### src/hw/rtl/fss_pkg.sv
package fss_pkg;

  localparam int unsigned CAPACITY = 1024;
  localparam int unsigned VAL_W    = 30;
  localparam int unsigned POS_O_W  = 11;
  localparam int unsigned AW       = $clog2(CAPACITY);
  localparam int unsigned CW       = AW + 1;
  localparam int unsigned KEY_W    = VAL_W + AW;
  localparam int unsigned SUM_W    = VAL_W + 2;
  localparam int unsigned UW       = (KEY_W > SUM_W) ? KEY_W : SUM_W;
  localparam int unsigned PW       = (AW + 1 > POS_O_W) ? AW + 1 : POS_O_W;

  typedef struct packed {
    logic lt;
    logic eq;
  } cmp_res_t;

  function automatic logic [POS_O_W-1:0] pos_out(input logic [AW-1:0] p);
    logic [PW-1:0] t;
    t = PW'(p) + PW'(1);
    return t[POS_O_W-1:0];
  endfunction

endpackage

### src/hw/rtl/fss_cmp.sv
module fss_cmp import fss_pkg::*; (
  input  logic [UW-1:0] op0_i,
  input  logic [UW-1:0] op1_i,
  input  logic [UW-1:0] op2_i,
  input  logic [UW-1:0] op3_i,
  input  logic [UW-1:0] rhs_i,
  output cmp_res_t      res_o
);

  logic [UW-1:0] sum;

  assign sum       = op0_i + op1_i + op2_i + op3_i;
  assign res_o.lt  = sum < rhs_i;
  assign res_o.eq  = sum == rhs_i;

endmodule

### config.mk
export PLATFORM = sky130hd
export DESIGN_NAME = fss_cmp
export DESIGN_NICKNAME = d
export VERILOG_FILES = /design/src/hw/rtl/fss_pkg.sv /design/src/hw/rtl/fss_cmp.sv
export SDC_FILE = /design/constraint.sdc
export NUM_CORES = 1
export LEC_CHECK = 0
export ABC_AREA = 0
export ABC_CLOCK_PERIOD_IN_PS = 8700
export BUFFER_PORTS_ARGS = -buffer_cell sky130_fd_sc_hd__buf_2
export CAP_MARGIN = 20
export CORE_MARGIN = 2
export CORE_UTILIZATION = 40
export DETAILED_ROUTE_END_ITERATION = 10
export PLACE_DENSITY = 0.67
export REMOVE_ABC_BUFFERS = 1
export SLEW_MARGIN = 20
export SYNTH_ARGS = -nofsm -noshare
export SYNTH_HDL_FRONTEND = slang
export SYNTH_SLANG_ARGS = --single-unit
### constraint.sdc
create_clock -name vclk -period 8.7
set_input_delay 0.87 -clock vclk [all_inputs]
set_output_delay 0.87 -clock vclk [all_outputs]
set_load 0.02 [all_outputs]
# Word level (Yosys, flattened, before mapping)
# Index checks and enable logic that the tools add are counted.
word_totals:
  mem_bits_rw: 0
  output_inout_bits: 2
  regBits: 0
  n_memories: 0
  latchBits: 0
  mem_bits_ro: 0
  wordCells: 5
  in_bits: 200
op_classes:
  n_bitwise: 0
  reduce_logical: 0
  multipliers: 0
  shifts: 0
  n_addsub: 3
  n_eq_ne: 1
  muxes: 0
  n_div: 0
  order_cmp: 1
ops:
  columns: ["cell", "count"]
  rows:
  - ["40-bit adder", 3]
  - ["40-bit == test", 1]
  - ["40-bit < comparator", 1]

# Longest topological paths before layout
logic_depth:
  ltp_word: 4
  ltp_mapped: 23
  ltp_nobuf: 23

# Worst setup path after synthesis
# OpenSTA, ideal clock, no wires.
synth_path:
  path_type: "input to output"
  from: "input op0_i[1]"
  to: "output res_o[1] in the netlist's numbering"
  n_path_buf: 0
  path_slack_ns: 2.111
  stages: 23
  arrival_time_ns: 5.719
  required_ns: 7.830
  cell_sequence: "inv_1 -> fa_1 -> fa_1 -> inv_1 -> ha_1 -> inv_1 -> fa_1 -> nor2b_1 -> o21a_1 -> a31oi_1 -> o21a_1 -> o21ai_2 -> nor2_1 -> o41ai_2 -> xor2_1 -> ha_1 -> a21o_1 -> a21o_1 -> a21oi_1 -> nor2_1 -> o41ai_1 -> o21ai_0 -> nor4_1"
synth_rtl:
  columns: ["element", "line_no", "text"]
  rows:
  - ["start: declaration", "fss_cmp.sv:2", "input logic [UW-1:0] op0_i,"]
  - ["end: declaration", "fss_cmp.sv:7", "output cmp_res_t res_o"]

==> results.tsv <==
metric	value	unit
outcome	finished, final reports clean	
Least-Margin Pin Slew	0.376	ns
DRT iter0 DRCs	110	
Die W	122	um
synthesis-to-finish area growth	21.6	%
CP peak stage delay	0.60	ns
pwr dens	188	nW/um^2
final weighted congestion in routability-driven placement	0.870	
fin area	6740	um^2
DR vias	5177	
FMAX	145	MHz
ant diodes	0	
initial antenna violation count	0	
share of cells above drive strength 1	23.4	%
Die Area	14800	um^2
RSZ-0062 raised after global routing	no	
final period utilization	79.5	%
largest net degree at the start of global routing	9	
vias per inst	4.67	
yosys warns	0	
Syn Inst Count	737	
sequential cell count	0	
IO buf count	202	
Clock Buffer Count	0	
grt ovf	0	
I/O pins	202	
main combinational cell family by area after synthesis	adder cells	
Synth Area in Adders	46.0	%
synthesized area per cell	7.52	um^2
Final #Nets	1288	
Slew headroom	74.7	%
Setup WS post-layout	1.78	ns
min Tclk post-route	6.92	ns
Hold Path Class	in -> out	
Worst Path Required	7.83	ns
sequential cell area fraction in the yosys report	0	%
Setup WS pre-CTS	1.75	ns
hold slack	2.21	ns
Synth cell types	51	
FF/Latch Area	0	um^2
area fraction in compound gates after synthesis	19.2	%
DR pass1 iterations	5	
vias in the first global route	5195	
CP endpoint kind	primary output	
Cell Area, Synth	5550	um^2
Cell Area, Placed	6740	um^2
Starting Density	40.4	%
post-CTS sizing	0	
Cell Rows	43	
detailed placement HPWL	11600	um
post-cts hold buffer count	0	
Crit Path Category	in -> out	
Setup Fix Bufs, Post-CTS	0	
Max-Cap Viols	0	
first-pass GRT wire length	21600	um
cells along the critical path	buf_2 > inv_1 > fa_1 > fa_1 > inv_1 > ha_1 > inv_1 > fa_1 > nor2b_1 > o21a_1 > a31oi_1 > o311a_1 > a21oi_2 > a21oi_1 > xnor2_1 > ha_1 > nand4_1 > nor3_1 > nand4_1 > or4_1 > nor3_1 > buf_2	
antenna-violating nets left	0	
post-synthesis mux area share	0	%
WP data arrival	6.05	ns
die height	122	um
Static Leakage	4.07	nW
Post-Synth XOR/XNOR Area	6.16	%
Fin. Hold Viols	0	
final setup violation count	0	
kind of launch point of the worst setup path	input pin	
core footprint	13700	um^2
simple-gate area share of the yosys netlist	11.0	%
GRT Total Usage	17.2	%
max-slew violations	0	
largest driver fanout on the critical path	4	
critical path's slowest cell	or4_1	
final WL	12300	um
fillers	1430	
TNS Setup	0	ns
Wirelength per Cell	11.1	um
maximum vdd ir drop	64.4	uV
DRC Markers	0	
placed cells by master, fill, tap and decap left out, types with 4 or more instances in the layout:
master / netlist / final
inv_1: 250 / 250
buf_2: 2 / 202
ha_1: 79 / 79
fa_1: 78 / 78
a21oi_1: 56 / 56
nand2_1: 33 / 33
xnor2_1: 26 / 26
nor2_1: 25 / 25
o21ai_0: 25 / 25
a21o_1: 24 / 24
xor2_1: 13 / 13
nand4_1: 13 / 13
nor2b_1: 12 / 12
o21a_1: 12 / 12
nand3_1: 9 / 9
nor3_1: 7 / 7
nand2b_1: 6 / 6
o21ai_1: 5 / 5
o21bai_1: 5 / 5
o211ai_1: 4 / 4
cells in the mapped netlist (all sizes together), types with 2 or more instances:
master | instances | area, um^2
a211oi | 5 | 55.1
a21o | 24 | 180
a21oi | 59 | 307
a31o | 2 | 26.3
a31oi | 3 | 18.8
and3 | 3 | 18.8
buf | 2 | 10.0
clkbuf | 8 | 30.0
fa | 78 | 1560
ha | 79 | 988
inv | 250 | 938
nand2 | 33 | 124
nand2b | 6 | 37.5
nand3 | 9 | 45.0
nand4 | 14 | 93.8
nor2 | 27 | 106
nor2b | 12 | 75.1
nor3 | 7 | 35.0
nor4 | 3 | 18.8
o211ai | 4 | 30.0
o21a | 12 | 90.1
o21ai | 32 | 168
o21bai | 5 | 37.5
o31ai | 2 | 15.0
o41ai | 3 | 41.3
or4 | 2 | 15.0
xnor2 | 26 | 228
xor2 | 13 | 114
path summary, 6_finish.rpt:
| kind | startpoint | endpoint | cells after the start |
|---|---|---|---|
| min | rhs_i[39] | res_o[1] | 5 |
| max | op0_i[1] | res_o[0] | 22 |
final cells by class:
class              instances  area (um^2)  area share, %
multi-input cells        477         4570           67.7
repair buffers           202         1010           15.0
well taps                180          225           3.34
inverters                250          938           13.9
per-layer routing:
layer | track usage, % | wire length, um | part of all wire [%] | vias to the layer above
li1 | - | - | - | 2686
met1 | 22.6 | 5530 | 45 | 2330
met2 | 31.7 | 5910 | 48 | 151
met3 | 1.83 | 809 | 6.6 | 10
met4 | 1.51 | 97 | 0.79 | 0
met5 | 0 | 0 | 0 | -
power by group:
group	switching, W	internal [W]
Clock	0	0
Combinational	0.000701	0.000566
Sequential	0	0
through the flow:
stage,cells,power (W),util [%]
floorplan,727,0.000980,-
CTS,1109,0.00127,49.1
global route,1109,0.00145,49.1
finish,1109,0.00127,49.1
detailed placement,1109,0.00127,49.1
global placement,1109,0.00126,49.1
worst max-delay path: cells and delay by family:
family / cells / cell delay, ns
fa+ha+maj: 5 / 1.87
simple gates: 6 / 1.56
buf+inv: 5 / 0.45
xor+xnor: 1 / 0.16
compound gates: 5 / 1.13
logic make-up after synthesis:
kind of cell               count (synthesis)
adders and majority gates                157
AOI/OAI and AO/OA                        160
xor gates and xnor gates                  39
buffers and inverters                    260
and+or+nand+nor                          121
Power figures use the tool's default switching activity.
