## src/hw/rtl/fss_ram.sv

```systemverilog
module fss_ram #(
  parameter int unsigned Width = 8,
  parameter int unsigned Depth = 16
) (
  input  logic                     clk_i,
  input  logic                     we_i,
  input  logic [$clog2(Depth)-1:0] waddr_i,
  input  logic [Width-1:0]         wdata_i,
  input  logic [$clog2(Depth)-1:0] raddr_i,
  output logic [Width-1:0]         rdata_o
);

  logic [Width-1:0] mem [Depth];

  always_ff @(posedge clk_i) begin
    if (we_i) begin
      mem[waddr_i] <= wdata_i;
    end
    rdata_o <= mem[raddr_i];
  end

endmodule

```

## config.mk

```make
export PLATFORM = sky130hd
export DESIGN_NAME = fss_ram
export DESIGN_NICKNAME = d
export VERILOG_FILES = /design/src/hw/rtl/fss_ram.sv
export SDC_FILE = /design/constraint.sdc
export NUM_CORES = 1
export LEC_CHECK = 0
export BUFFER_PORTS_ARGS = -buffer_cell sky130_fd_sc_hd__buf_4
export CAP_MARGIN = 20
export CORE_ASPECT_RATIO = 1.75
export CORE_MARGIN = 3
export CORE_UTILIZATION = 54
export DETAILED_ROUTE_END_ITERATION = 10
export PLACE_DENSITY = 0.8
export SLEW_MARGIN = 20
export SYNTH_ARGS = -nofsm -noshare
export SYNTH_HDL_FRONTEND = slang
export SYNTH_SLANG_ARGS = --single-unit
```

## constraint.sdc

```tcl
create_clock -name clk_i -period 1.75 [get_ports clk_i]
set_clock_uncertainty 0.15 [all_clocks]
set_input_delay 0.2625 -clock clk_i [delete_from_list [all_inputs] [get_ports clk_i]]
set_output_delay 0.2625 -clock clk_i [all_outputs]
set_load 0.01 [all_outputs]
```

Yosys cells after proc, flatten, opt, wreduce, memory -nomap -nowiden
Memories as Yosys holds them, arrays and structs flattened. A register that Yosys moved wholly into a read port is not among the register bits.
Index checks and enable logic that the tools add are counted.

storage, ports and cells
  register bits after elaboration = 0
  RAM bits = 128
  input port bits = 18
  output and inout bits = 8
  logic and storage cells = 3
  memories = 1

memories
  memory  depth  width  read ports  clocked after Yosys merged registers in  wr ports  RTL line  source
  mem     16     8      1           1                                        1         13        logic [Width-1:0] mem [Depth];

cells by class
  mux-type cells = 2

operators with widths
  operator           number
  two-way mux 1 bit  2

Depth between registers and ports, before layout
Gate-level depths: netlist of run 1.

  depth after elaboration = 2
  mapped depth = 5
  depth with buffers taken out = 3

Worst setup path before layout of run 1
Ideal clock, no wire load.

  kind = input -> register
  start = in waddr_i[2]
  end = mem mem[0][0], enable pin
  data arrival time = 1.372 ns
  data required time = 1.217 ns
  slack = -0.155 ns
  cell stages on the path = 2
  buffers on the path = 0
  cell sequence = or3b_2 nor3_1

RTL lines
  element      RTL line  source
  from (decl)  7         input logic [$clog2(Depth)-1:0] waddr_i,
  to (decl)    13

Straight into the memory's write port.

==> results of run 1 <==
-- worst max path at each step --
stage	from	end	slack, ns
after detailed placement	raddr_i[0]	rdata_o[6]	-0.009
after global placement	raddr_i[0]	rdata_o[1]	0.03
after CTS	mem[1][0]	rdata_o[0]	0.21
after global routing	mem[1][0]	rdata_o[0]	0.12
final	mem[1][0]	rdata_o[0]	0.20
after floorplan	waddr_i[2]	mem[3][0]	0.07
-- final cells by class --
type	count	area share [%]
flip-flops and latches	136	64.01
multi-input cells	83	16.98
repair buffers	54	7.201
clock buffers	19	6.921
clock inverters	13	2.480
well taps	120	2.400
-- power by group --
| group | internal, W | switching, W | total (W) |
|---|---|---|---|
| Clock | 0.00222 | 0.00127 | 0.00350 |
| Combinational | 0.000185 | 0.000199 | 0.000384 |
| Sequential | 0.00364 | 0.0000233 | 0.00367 |
| Total | 0.00605 | 0.00150 | 0.00755 |
-- layer usage --
layer | vias to the layer above | global-route usage, % | share of wire (%)
met5 | - | 0 | 0
met4 | 0 | 11.56 | 3.5
met3 | 27 | 5.992 | 5.0
met2 | 108 | 36.56 | 55
met1 | 1315 | 24.24 | 37
li1 | 1099 | - | -
-- registers in the layout, indices dropped and copies added, names as in the netlist --
signal / cells
rdata_o: 8
mem: 128
-- timing repair --
item / CTS / global route
hold endpoints to repair: 48 / 0
resized for setup: 0 / 0
hold buffers: 3 / 0
-- stage by stage --
| step | hold WS [ns] | TNS (ns) | setup WS, ns | util [%] | std cells |
|---|---|---|---|---|---|
| 2_1_floorplan | 0.2114 | 0 | 0.07135 | - | 229 |
| 3_3_place_gp | 0.4115 | 0 | 0.02646 | 61.59 | 390 |
| 3_5_place_dp | 0.4305 | -0.01897 | -0.009027 | 61.59 | 390 |
| 4_1_cts | 0.003774 | 0 | 0.2050 | 68.35 | 425 |
| 5_1_grt | 0.01050 | 0 | 0.1205 | 68.35 | 425 |
| 6_report | 0.01080 | 0 | 0.1999 | 68.35 | 425 |
-- cells in the mapped netlist (all sizes together) --
| cell | count |
|---|---|
| nand2b | 2 |
| dfxtp | 8 |
| edfxtp | 128 |
| nor3 | 4 |
| and2b | 1 |
| nand2 | 9 |
| a22oi | 16 |
| mux4 | 32 |
| clkdlybuf4s25 | 3 |
| and2 | 1 |
| or3b | 1 |
| nand3b | 2 |
| nor2 | 13 |
| nand3 | 1 |
| nor2b | 1 |
| buf | 7 |
-- cell families after synthesis --
kind of cell           count (synthesis)
AND/OR/NAND/NOR                       35
buffers and inverters                 10
flip-flops                           136
multiplexers                          32
AO/OA/AOI/OAI                         16
-- critical path: stages (launching register included) --
cell	delay (ns)
edfxtp_1	0.35
mux4_1	0.56
a22oi_1	0.29
nand2_1	0.08
==> flow_summary.json, run 1 <==
{
  "ff2ff_path_depth": 3,
  "synth_area_leaders": "edfxtp_1 75%, mux4_2 7.9%, mux4_1 7.1%, dfxtp_1 3.1%, a22oi_1 2.3%",
  "crit_path_max_fanout": 1,
  "drive_gt1_share_pct": 32.79,
  "hold_depth": 1,
  "synth_cell_type_count": 19,
  "dieHeight_um": 135.2,
  "via_per_inst": 5.998,
  "min_to": "mem[0][4]",
  "p_per_area_nw_per_um2": 1207,
  "drtPass1Iterations": 4,
  "crit_arrival_ns": 1.70,
  "clk_pin_slew_ns": 0.06,
  "final_cell_mix": "128 x edfxtp_1, 48 x buf_4, 18 x mux4_2, 17 x clkbuf_16, 16 x a22oi_1",
  "relSlewSlack_pct": 73.91,
  "design_area_um2": 6255,
  "status": "finished clean",
  "synth_top_area_cell": "edfxtp_1",
  "routed_wl_mm": 10.25,
  "detail-route-antenna-nets": 0,
  "io_pins": 26,
  "worstSetupPathType": "flip-flop to flip-flop",
  "die_area_um2": 10790,
  "synth_top_area_share_pct": 74.67,
  "cts_max_level": 4,
  "grt_pass1_wl_mm": 15.64,
  "multi_input_area_um2": 1062,
  "clk_latency_ns": 0.42,
  "wire_per_inst_um": 24.12,
  "yosysSeqAreaShare_pct": 77.78,
  "fmax_mhz": 645.1,
  "placed_cell_area_um2": 5637,
  "numCtsBuffers": 17,
  "route.detailed.drc": 0,
  "n_fill_cell": 548,
  "cts_setup_buffers": 0,
  "maxSlewViolCount": 0,
  "die_w_um": 79.81,
  "hold_viol": 0,
  "grt_overflow": 0,
  "r2r_end": "rdata_o[0]",
  "synth_nets": 247,
  "finalPower_w": 0.007548,
  "synth-xor-area-share_pct": 0,
  "leakage_nw": 2.162,
  "min_from": "wdata_i[4]",
  "core_area_um2": 9151,
  "initialDrtViolationCount": 247,
  "finalCritPeriodShare_pct": 88.58,
  "r2r_slack_ns": 0.20,
  "syn_to_final_growth_pct": 21.51,
  "yosys_warnings": 0,
  "ir_worst_vdd_mv": 0.8516,
  "synth_cells": 229,
  "grt_pass1_vias": 2727,
  "syn_avg_cell_area_um2": 22.48,
  "required_ns": 1.90,
  "synth.area.mux_share_pct": 15.02,
  "worst_setup_path_end_kind": "flip-flop",
  "cts_tree": "done",
  "seq_area_um2": 4004,
  "root_buffer": "clkbuf_16",
  "vias": 2549,
  "hold_path.class": "primary input to flip-flop",
  "cp-start-kind": "flip-flop",
  "cts.sinks": 136,
  "antenna_found_initial": 0,
  "period_minus_slack_ns": 1.550,
  "synthSimpleGateAreaFrac_pct": 3.184,
  "start_util_pct": 56.25,
  "max_slew.worst_pin.slew_ns": 0.3913,
  "grt_usage_pct": 21.48,
  "nets": 310,
  "rr_startpoint": "mem[1][0]",
  "final_common_cell": "edfxtp_1",
  "syn_area_um2": 5147,
  "synth_seq_cells": 136,
  "synth_top_family_by_area": "multiplexers",
  "synth-adder-area-share_pct": 0,
  "num_antenna_cells": 0,
  "rsz0062_at_grt": "no",
  "gp_congestion": 0.7823,
  "fp-row-count": 46,
  "grt_max_degree": 18,
  "dp_hpwl_mm": 6.758,
  "numPortBuffers": 25,
  "setup_violations": 0,
  "cts_buffer_depth": 2,
  "max_cap_violations": 0,
  "synth_compound_area_share_pct": 2.333
}
No activity file was read; power rests on OpenSTA's default activity.
==> inputs of run 2 (changes only) <==
--- a/config.mk
+++ b/config.mk
@@ -12,6 +12,7 @@
 export CORE_UTILIZATION = 54
 export DETAILED_ROUTE_END_ITERATION = 10
 export PLACE_DENSITY = 0.8
+export RECOVER_POWER = 100
 export SLEW_MARGIN = 20
 export SYNTH_ARGS = -nofsm -noshare
 export SYNTH_HDL_FRONTEND = slang
==> run 2 against run 1 <==
Design area fell by 2.3%. Sequential share of layout area rose by 1.5 points. Register-to-register slack barely moved. Global-route usage did not move. Via count fell by 0.31%. Critical endpoint is now mem[1][3].
==> flow_summary.json, run 2 (synthesis gave the netlist of run 1 again) <==
{
  "cts.sinks": 136,
  "finalPower_w": 0.007513,
  "io_pins": 26,
  "numCtsBuffers": 17,
  "detail-route-antenna-nets": 0,
  "dp_hpwl_mm": 6.758,
  "rr_startpoint": "mem[1][0]",
  "routed_wl_mm": 10.25,
  "fmax_mhz": 633.4,
  "p_per_area_nw_per_um2": 1229,
  "max_cap_violations": 0,
  "r2r_slack_ns": 0.20,
  "status": "finished clean",
  "via_per_inst": 5.979,
  "design_area_um2": 6112,
  "cts_tree": "done",
  "worstSetupPathType": "primary input to flip-flop",
  "ff2ff_path_depth": 3,
  "die_w_um": 79.81,
  "num_antenna_cells": 0,
  "core_area_um2": 9151,
  "root_buffer": "clkbuf_16",
  "drive_gt1_share_pct": 20.66,
  "final.setup.tns_ns": 0,
  "required_ns": 1.65,
  "dieHeight_um": 135.2,
  "hold_viol": 0,
  "seq_area_um2": 4004,
  "die_area_um2": 10790,
  "finalCritPeriodShare_pct": 90.22,
  "ir_worst_vdd_mv": 0.8484,
  "cts_max_level": 4,
  "crit_arrival_ns": 1.48,
  "grt_overflow": 0,
  "route.detailed.drc": 0,
  "max_slew.worst_pin.slew_ns": 0.7108,
  "setup_violations": 0,
  "relSlewSlack_pct": 52.61,
  "maxSlewViolCount": 0,
  "leakage_nw": 2.018,
  "final_cell_mix": "128 x edfxtp_1, 38 x clkbuf_1, 18 x mux4_2, 17 x clkbuf_16, 16 x a22oi_1",
  "top_register": "mem",
  "r2r_end": "rdata_o[0]",
  "min_from": "raddr_i[1]",
  "nets": 310,
  "worst_setup_path_end_kind": "flip-flop",
  "n_fill_cell": 605,
  "hold_path.class": "primary input to flip-flop",
  "grt_pass1_wl_mm": 15.64,
  "cp-start-kind": "primary input",
  "dp_cells": 390,
  "drtPass1Iterations": 4,
  "largest_reg_flops": 128,
  "final_common_cell": "edfxtp_1",
  "crit_path_max_fanout": 8,
  "initialDrtViolationCount": 244,
  "rsz0062_at_grt": "no",
  "fp-row-count": 46,
  "multi_input_area_um2": 1057,
  "gp_congestion": 0.7823,
  "grt_usage_pct": 21.48,
  "antenna_found_initial": 0,
  "fin_cells": 425,
  "syn_to_final_growth_pct": 18.74,
  "critPathLaunch": "waddr_i[2]",
  "numPortBuffers": 25,
  "cts_setup_buffers": 0,
  "clk_pin_slew_ns": 0.06,
  "clk_latency_ns": 0.42,
  "start_util_pct": 56.25,
  "vias": 2541,
  "placed_cell_area_um2": 5637,
  "reg_top3": "mem: 128 flops, rdata_o: 8 flops",
  "cts_buffer_depth": 2,
  "period_minus_slack_ns": 1.579,
  "wire_per_inst_um": 24.12,
  "endpoint": "mem[1][3]",
  "grt_max_degree": 18,
  "grt_pass1_vias": 2727
}
run 2: changes by cell type in the layout (fill, tap and decap cells not counted):
cell      before  now
buf_4         48   11
nor3_1         3    4
nor3_2         1    0
clkbuf_2       0    1
clkbuf_1       2   38
run 2: worst min path at each step:
| stage | endpoint | slack [ns] | cells past startpoint |
|---|---|---|---|
| floorplan | mem[0][0] | 0.21 | 0 |
| global route | rdata_o[1] | 0.26 | 4 |
| detailed placement | mem[5][5] | 0.43 | 1 |
| global placement | mem[4][5] | 0.41 | 1 |
| CTS | mem[0][4] | 0.004 | 1 |
| finish | rdata_o[1] | 0.23 | 4 |
run 2: metal layers:
layer  track usage [%]  vias up  share of wire [%]
li1                  -     1098                  -
met1             24.24     1317                 36
met2             36.56      102                 55
met3             5.992       24                6.0
met4             11.56        0                3.0
met5                 0        -                  0
run 2: final cells by class:
class                           count  area share (%)
Clock buffer                       19           7.083
Clock inverter                     13           2.538
Multi-Input combinational cell     83           17.30
Sequential cell                   136           65.51
Tap cell                          120           2.457
Timing Repair Buffer               54           5.118
run 2: where the power goes:
part / internal, W / switching [W]
sequential: 0.00365 / 0.0000230
clock: 0.00222 / 0.00127
combinational: 0.000151 / 0.000199
run 2: timing repair:
item                                    in CTS  in global routing
endpoints found under the setup margin       0                  0
hold buffers                                 3                  0
endpoints found under the hold margin       48                  0
gates resized for setup                      0                  0
run 2: through the flow:
stage	utilization (%)	worst slack, ns	hold slack [ns]
4_1_cts	68.35	0.2050	0.003774
3_5_place_dp	61.59	-0.009027	0.4305
2_1_floorplan	-	0.07135	0.2114
3_3_place_gp	61.59	0.02646	0.4115
6_report	66.79	0.1712	0.2265
5_1_grt	66.79	0.1205	0.2556
run 2: critical path, stage by stage:
cell and delay [ns]:
clkbuf_1 0.10, or3b_2 0.52, nor2_1 0.12, clkbuf_1 0.46
